--- src/hdl/cbw_pkg.sv ---
package cbw_pkg;

  // size limits and field widths
  localparam int MAX_DIM    = 4096;
  localparam int PIXEL_BITS = 32;
  localparam int REG_BITS   = 13;
  localparam int COUNT_BITS = 12;
  localparam int POS_BITS   = 14;
  localparam int ADDR_BITS  = 24;
  localparam int INDEX_BITS = 3;

  typedef logic [REG_BITS-1:0]   reg_t;
  typedef logic [COUNT_BITS-1:0] count_t;
  typedef logic [POS_BITS-1:0]   pos_t;
  typedef logic [ADDR_BITS-1:0]  addr_t;
  typedef logic [INDEX_BITS-1:0] index_t;

  // register indexes
  localparam index_t REG_DEST_X     = 3'd0;
  localparam index_t REG_DEST_Y     = 3'd1;
  localparam index_t REG_SRC_WIDTH  = 3'd2;
  localparam index_t REG_SRC_HEIGHT = 3'd3;
  localparam index_t REG_FB_WIDTH   = 3'd4;
  localparam index_t REG_FB_HEIGHT  = 3'd5;

  localparam reg_t SIZE_MIN = reg_t'(1);
  localparam reg_t SIZE_MAX = reg_t'(MAX_DIM);

  // a size of zero acts as one, anything above the limit as the limit
  function automatic reg_t clamp_size(input reg_t v);
    reg_t r;
    if (v == '0) begin
      r = SIZE_MIN;
    end else if (v > SIZE_MAX) begin
      r = SIZE_MAX;
    end else begin
      r = v;
    end
    return r;
  endfunction

endpackage

--- src/hdl/clipped_blit_writer.sv ---
// clipped_blit_writer
// Streams the pixels of a source image, in row-major order, into framebuffer
// writes. Input channel: pixel with in_valid/in_ready. Output channel:
// write_address and write_data with out_valid/out_ready. Each accepted pixel
// gives one write if its position (dest_x + column, dest_y + row) lies inside
// the framebuffer, and no transaction otherwise.
// Configuration: cfg_write_enable, cfg_index and cfg_data write one register
// per cycle (0 dest_x, 1 dest_y, 2 src_width, 3 src_height, 4 fb_width,
// 5 fb_height); other indexes are ignored. Write only while the block is idle.
// Path: an accepted pixel enters the input register, then its write the
// result register. Throughput: one pixel per cycle unless out_ready stalls;
// each register takes a new transaction every cycle when not held.
// Reset: the column and row counters go to zero, dest_x and dest_y to zero,
// all sizes to one, and both pipeline stages are emptied.
// Stall: while out_ready is low the result register holds its transaction;
// the input register still drops outside pixels and fills once, after which
// in_ready falls until the output moves again.
module clipped_blit_writer
  import cbw_pkg::*;
(
  input  logic                  clk,
  input  logic                  rst,
  input  logic                  cfg_write_enable,
  input  logic [INDEX_BITS-1:0] cfg_index,
  input  logic [REG_BITS-1:0]   cfg_data,
  input  logic                  in_valid,
  output logic                  in_ready,
  input  logic [PIXEL_BITS-1:0] pixel,
  output logic                  out_valid,
  input  logic                  out_ready,
  output logic [ADDR_BITS-1:0]  write_address,
  output logic [PIXEL_BITS-1:0] write_data
);

  reg_t   dest_x;
  reg_t   dest_y;
  reg_t   src_width;
  reg_t   src_height;
  reg_t   fb_width;
  reg_t   fb_height;

  count_t src_column;
  count_t src_row;
  count_t src_column_next;
  count_t src_row_next;

  logic                  s1_valid;
  pos_t                  s1_fx;
  pos_t                  s1_fy;
  logic [PIXEL_BITS-1:0] s1_pixel;

  logic      in_accept;
  logic      s2_free;
  logic      s1_in_range;
  logic      s1_leave;
  logic      s2_load;
  pos_t      fx_next;
  pos_t      fy_next;
  addr_t     addr_full;

  // configuration registers, sizes clamped as they are written
  always_ff @(posedge clk) begin
    if (rst) begin
      dest_x     <= '0;
      dest_y     <= '0;
      src_width  <= SIZE_MIN;
      src_height <= SIZE_MIN;
      fb_width   <= SIZE_MIN;
      fb_height  <= SIZE_MIN;
    end else if (cfg_write_enable) begin
      case (cfg_index)
        REG_DEST_X:     dest_x     <= cfg_data;
        REG_DEST_Y:     dest_y     <= cfg_data;
        REG_SRC_WIDTH:  src_width  <= clamp_size(cfg_data);
        REG_SRC_HEIGHT: src_height <= clamp_size(cfg_data);
        REG_FB_WIDTH:   fb_width   <= clamp_size(cfg_data);
        REG_FB_HEIGHT:  fb_height  <= clamp_size(cfg_data);
        default: ;
      endcase
    end
  end

  // handshake between the stages
  assign s2_free     = !out_valid || out_ready;
  assign s1_leave    = s1_valid && (!s1_in_range || s2_free);
  assign s2_load     = s1_valid && s1_in_range && s2_free;
  assign in_ready    = !s1_valid || s1_leave;
  assign in_accept   = in_valid && in_ready;

  // source position counters, wrapping at the image size
  always_comb begin
    src_column_next = src_column;
    src_row_next    = src_row;
    if (({1'b0, src_column} + reg_t'(1)) >= src_width) begin
      src_column_next = '0;
      if (({1'b0, src_row} + reg_t'(1)) >= src_height) begin
        src_row_next = '0;
      end else begin
        src_row_next = src_row + count_t'(1);
      end
    end else begin
      src_column_next = src_column + count_t'(1);
    end
  end

  always_ff @(posedge clk) begin
    if (rst) begin
      src_column <= '0;
      src_row    <= '0;
    end else if (in_accept) begin
      src_column <= src_column_next;
      src_row    <= src_row_next;
    end
  end

  // framebuffer position, sign extended placement plus counter
  assign fx_next = {dest_x[REG_BITS-1], dest_x} + {2'b00, src_column};
  assign fy_next = {dest_y[REG_BITS-1], dest_y} + {2'b00, src_row};

  // input register
  always_ff @(posedge clk) begin
    if (rst) begin
      s1_valid <= 1'b0;
    end else if (in_ready) begin
      s1_valid <= in_valid;
    end
  end

  always_ff @(posedge clk) begin
    if (in_accept) begin
      s1_fx    <= fx_next;
      s1_fy    <= fy_next;
      s1_pixel <= pixel;
    end
  end

  // per-pixel clip: non-negative and below the framebuffer size
  assign s1_in_range = !s1_fx[POS_BITS-1] && (s1_fx[REG_BITS-1:0] < fb_width) &&
                       !s1_fy[POS_BITS-1] && (s1_fy[REG_BITS-1:0] < fb_height);

  // row times stride plus column; in range the row fits in the counter width
  assign addr_full = addr_t'(s1_fy[COUNT_BITS-1:0]) * addr_t'(fb_width) +
                     addr_t'(s1_fx[REG_BITS-1:0]);

  // result register
  always_ff @(posedge clk) begin
    if (rst) begin
      out_valid <= 1'b0;
    end else if (s2_free) begin
      out_valid <= s2_load;
    end
  end

  always_ff @(posedge clk) begin
    if (s2_load) begin
      write_address <= addr_full;
      write_data    <= s1_pixel;
    end
  end

  // checks
  a_reset_counters: assert property (@(posedge clk)
    rst |=> (src_column == '0) && (src_row == '0))
    else $error("counters not cleared by reset");

  a_empty_takes: assert property (@(posedge clk) disable iff (rst)
    !s1_valid |-> in_ready)
    else $error("input blocked with an empty input register");

  a_inside_reaches_output: assert property (@(posedge clk) disable iff (rst)
    s2_load |=> out_valid)
    else $error("clipped-in pixel lost between stages");

  a_address_in_frame: assert property (@(posedge clk) disable iff (rst)
    out_valid |-> ((ADDR_BITS+2)'(write_address) <
                   (ADDR_BITS+2)'(fb_width) * (ADDR_BITS+2)'(fb_height)))
    else $error("write address beyond the framebuffer");

endmodule
--- config.mk ---
export PLATFORM = sky130hd
export DESIGN_NAME = clipped_blit_writer
export DESIGN_NICKNAME = d
export VERILOG_FILES = /design/src/hdl/cbw_pkg.sv /design/src/hdl/clipped_blit_writer.sv
export SDC_FILE = /design/constraint.sdc
export NUM_CORES = 1
export LEC_CHECK = 0
export BUFFER_PORTS_ARGS = -buffer_cell sky130_fd_sc_hd__buf_2
export CELL_PAD_IN_SITES_DETAIL_PLACEMENT = 1
export CELL_PAD_IN_SITES_GLOBAL_PLACEMENT = 2
export CORE_UTILIZATION = 30
export CTS_BUF_LIST = sky130_fd_sc_hd__clkbuf_8
export DETAILED_ROUTE_END_ITERATION = 8
export PLACE_DENSITY_LB_ADDON = 0.1
export SLEW_MARGIN = 25
export SYNTH_ARGS = -nofsm -noshare
export SYNTH_HDL_FRONTEND = slang
export SYNTH_SLANG_ARGS = --single-unit
--- constraint.sdc ---
create_clock -name clk -period 7.1 [get_ports clk]
set_input_delay 0.71 -clock clk [delete_from_list [all_inputs] [get_ports clk]]
set_output_delay 0.71 -clock clk [all_outputs]
set_load 0.02 [all_outputs]
==> results.md <==
- Syn_nets: 1976
- Adder-cell area share of the yosys netlist: 27.0%
- H-tree depth: 2
- Largest net degree at the start of global routing: 71
- Clock Power Share: 42.4%
- Post-synth ARST share: 0%
- Syn Std Cell Area: 0.0158 mm²
- Sequential area share after synthesis: 35.3%
- Vias in the first global route: 12500
- Initial antenna violation count: 0
- Compound-Gate Fraction of Synth Area: 10.1%
- Area share of the largest cell type after synthesis: 22.1%
- Most common flop cell mapped by yosys: edfxtp_1
- Grt met2 use: 29.1%
- Synth warn: 0
- # clock sinks: 220
- Layout Nets: 2084
- CTS Buffer Depth: 3
- Met3 Track Usage GR: 2.18%
- Yosys top cell by area: edfxtp_1
- Synth Register Bits: 220
- Total Routing Usage GR: 17.0%
- Drt pass-1 iters: 4
- Main combinational cell family by area after synthesis: adder cells
- Count of cell types in the netlist: 72
- DR vias: 11500
- Clock skew: 0.0283 ns
- HP Class: in -> reg
- Slew headroom: 32.4%
- Final TNS setup: 0 ns
- Grt total ovfl: 0
- CP arrival: 6.34 ns
- DR DRC count: 0
- Setup slack, reg-to-reg: 1.17 ns
- Final min period: 5.93 ns
- Worst skew pair latency: 0.63 ns
- Setup bufs post-CTS: 0
- Number of buffers created by CTS: 45
- Final core occ: 34.8%
- Cell area power density: 184 mW/mm²
- IO Port Bufs: 110
- Via/cell ratio: 4.64
- Worst Setup Start Kind: flip-flop
- GR met1 Demand/Resource: 22.4%
- Initial Utilization: 30.6%
- RSZ-0062 raised after global routing: false
- PostCTS Resize Cnt: 0
- Total leakage power: 7.70 nW
- Setup violators final: 0
- CP endpoint kind: flip-flop
- Net Sw Frac: 29.1%
- Chip Height: 231 µm
- First-pass GRT wire length: 70200 µm
- Share of cells above drive strength 1: 12.5%
- Sw power: 0.959 mW
- Synthesized-area fraction occupied by xor and xnor cells: 3.44%
- Routability congestion estimate: 0.751
- Root buffer cell: clkbuf_8
- P_int: 2.34 mW
- Row cnt: 83
- Multiplexer share of the synthesized area: 0%
- Detailed Route WL: 44500 µm
- CTS tree: done
- DP Cell Count: 2398
- Simple-gate area share of the yosys netlist: 16.3%
- Antenna viol nets, final: 0
- Fill cell count: 5939
- Synthesized area per cell: 9.52 µm²
- Core area: 0.0516 mm²
- Hold Buf Count CTS: 0
- Final period util: 83.5%
- Reg power frac: 44.6%
- Post-DP HPWL: 33900 µm
- Drt initial violations: 398
- Top Usage Layer GRT: met2
- Crit path max fanout: 14
- Maxcap violations: 0
- Slew Viols, Final: 0
- Fin cells: 2479
- Die width: 231 µm
- Combinational cell fraction of total power: 13.0%
- Ranking of synthesized cells by area: edfxtp_1 (22%), fa_1 (16%), dfxtp_1 (13%), ha_1 (11%), nand2_1 (6.5%)
- Die area: 0.0535 mm²
- Final hold viol count: 0
- I/O Pins: 111
- WL per Instance: 17.9 µm
- Mapped Cells: 1657
- Reg clk slew, reported paths: 0.06 ns
- EDFF count, synth: 116
- Outcome: completed
- Critical path required time: 7.51 ns
- Area grow syn2layout: 13.8%
- Peak VDD IR: 112 µV
- Worst setup path category: reg -> reg
- Least-Margin Pin Slew: 1.01 ns
- F_max: 169 MHz
- Ant diodes: 0
final timing paths:
check                                           start                          end  depth (start not counted)
worst max register to register     s1_fy[2]$_DFFE_PP_  write_address[23]$_DFFE_PP_                         18
worst max-delay path               s1_fy[2]$_DFFE_PP_  write_address[23]$_DFFE_PP_                         18
worst min-delay path                        pixel[20]       s1_pixel[20]$_DFFE_PP_                          1
worst min register to register  s1_pixel[1]$_DFFE_PP_      write_data[1]$_DFFE_PP_                          0
cell families (layout without fill, tap and decap cells):
| logic type | count (synthesis) | in the layout |
|---|---|---|
| adders and majority gates | 266 | 266 |
| buffers and inverters | 321 | 463 |
| DFF | 220 | 220 |
| AOI/OAI and AO/OA | 242 | 242 |
| xor gates and xnor gates | 62 | 62 |
| and+or+nand+nor | 546 | 546 |
power groups by stage:
stage	clock network, mW	registers (mW)	logic (mW)
after floorplan	0	1.47	0.301
after global placement	0	1.50	0.434
after detailed placement	0	1.50	0.441
after CTS	1.46	1.47	0.444
after global routing	1.50	1.48	0.493
final	1.40	1.47	0.430
sequential cells by signal, summed over array words and instances, names as in the netlist:
register,count
s1_pixel,32
src_height,13
src_width,13
s1_fy,14
src_column,12
src_row,12
out_valid,1
s1_valid,1
s1_fx,14
dest_y,13
fb_height,13
dest_x,13
write_address,24
fb_width,13
write_data,32
layout by cell type (no fill, tap or decap), drive strengths merged, types with 51 or more instances in the layout:
cell	n
buf	123
ha	143
a21oi	119
clkbuf	51
nand2	276
and2	71
edfxtp	116
fa	123
inv	270
dfxtp	104
nor2	59
cells in the mapped netlist, drive strengths merged, types with 2 or more instances:
cell type,count
nor2b,21
o31ai,3
o21ai,25
o211a,2
and2,71
or3,17
a21boi,2
nand2b,5
xnor2,49
ha,143
nand4b,4
a211oi,18
o32ai,11
nor3,27
a211o,6
xor2,13
nor4,4
o22ai,3
or2,7
a21oi,119
o221ai,2
dfxtp,104
clkbuf,52
o211ai,8
o21bai,2
nand4,7
o41ai,2
a41o,2
edfxtp,116
fa,123
nand3,29
nor3b,2
nand2,276
a311oi,2
o21a,13
a21o,11
nor2,59
a31oi,4
and3,13
buf,10
inv,259
cell type report:
class | instances | area, µm² | area share (%)
Clock inverter | 30 | 230 | 1.28
Timing Repair Buffer | 123 | 654 | 3.65
Tap cell | 680 | 851 | 4.74
Clock buffer | 51 | 702 | 3.91
Multi-Input combinational cell | 1116 | 8980 | 50.0
Inverter | 259 | 972 | 5.42
Sequential cell | 220 | 5570 | 31.0
through the flow:
stage / total power [mW] / cell area [µm²] / setup slack (ns) / hold slack [ns]
CTS: 3.38 / 17900 / 1.06 / 0.191
detailed placement: 1.94 / 17000 / 1.08 / 0.406
global route: 3.48 / 18000 / 0.697 / 0.217
global placement: 1.93 / 17000 / 1.16 / 0.400
floorplan: 1.77 / 15800 / 1.14 / 0.400
finish: 3.30 / 18000 / 1.17 / 0.256
metal layers:
| metal | up-vias | wire length, µm |
|---|---|---|
| met2 | 114 | 21600 |
| met3 | 57 | 1100 |
| met4 | 0 | 884 |
| met1 | 5684 | 20900 |
| li1 | 5649 | - |
| met5 | - | 0 |
critical path: stages (launching register included):
cell      delay (ns)
edfxtp_1        0.56
and2_1          0.26
fa_1            0.54
inv_1           0.06
fa_1            0.47
fa_1            0.52
inv_1           0.05
fa_1            0.47
inv_1           0.05
fa_1            0.53
inv_1           0.04
ha_1            0.33
o21a_1          0.22
o21a_1          0.19
o221ai_1        0.31
a21oi_1         0.17
o21ai_0         0.46
o21ai_0         0.23
a211oi_1        0.29
No activity file was read; power rests on OpenSTA's default activity.
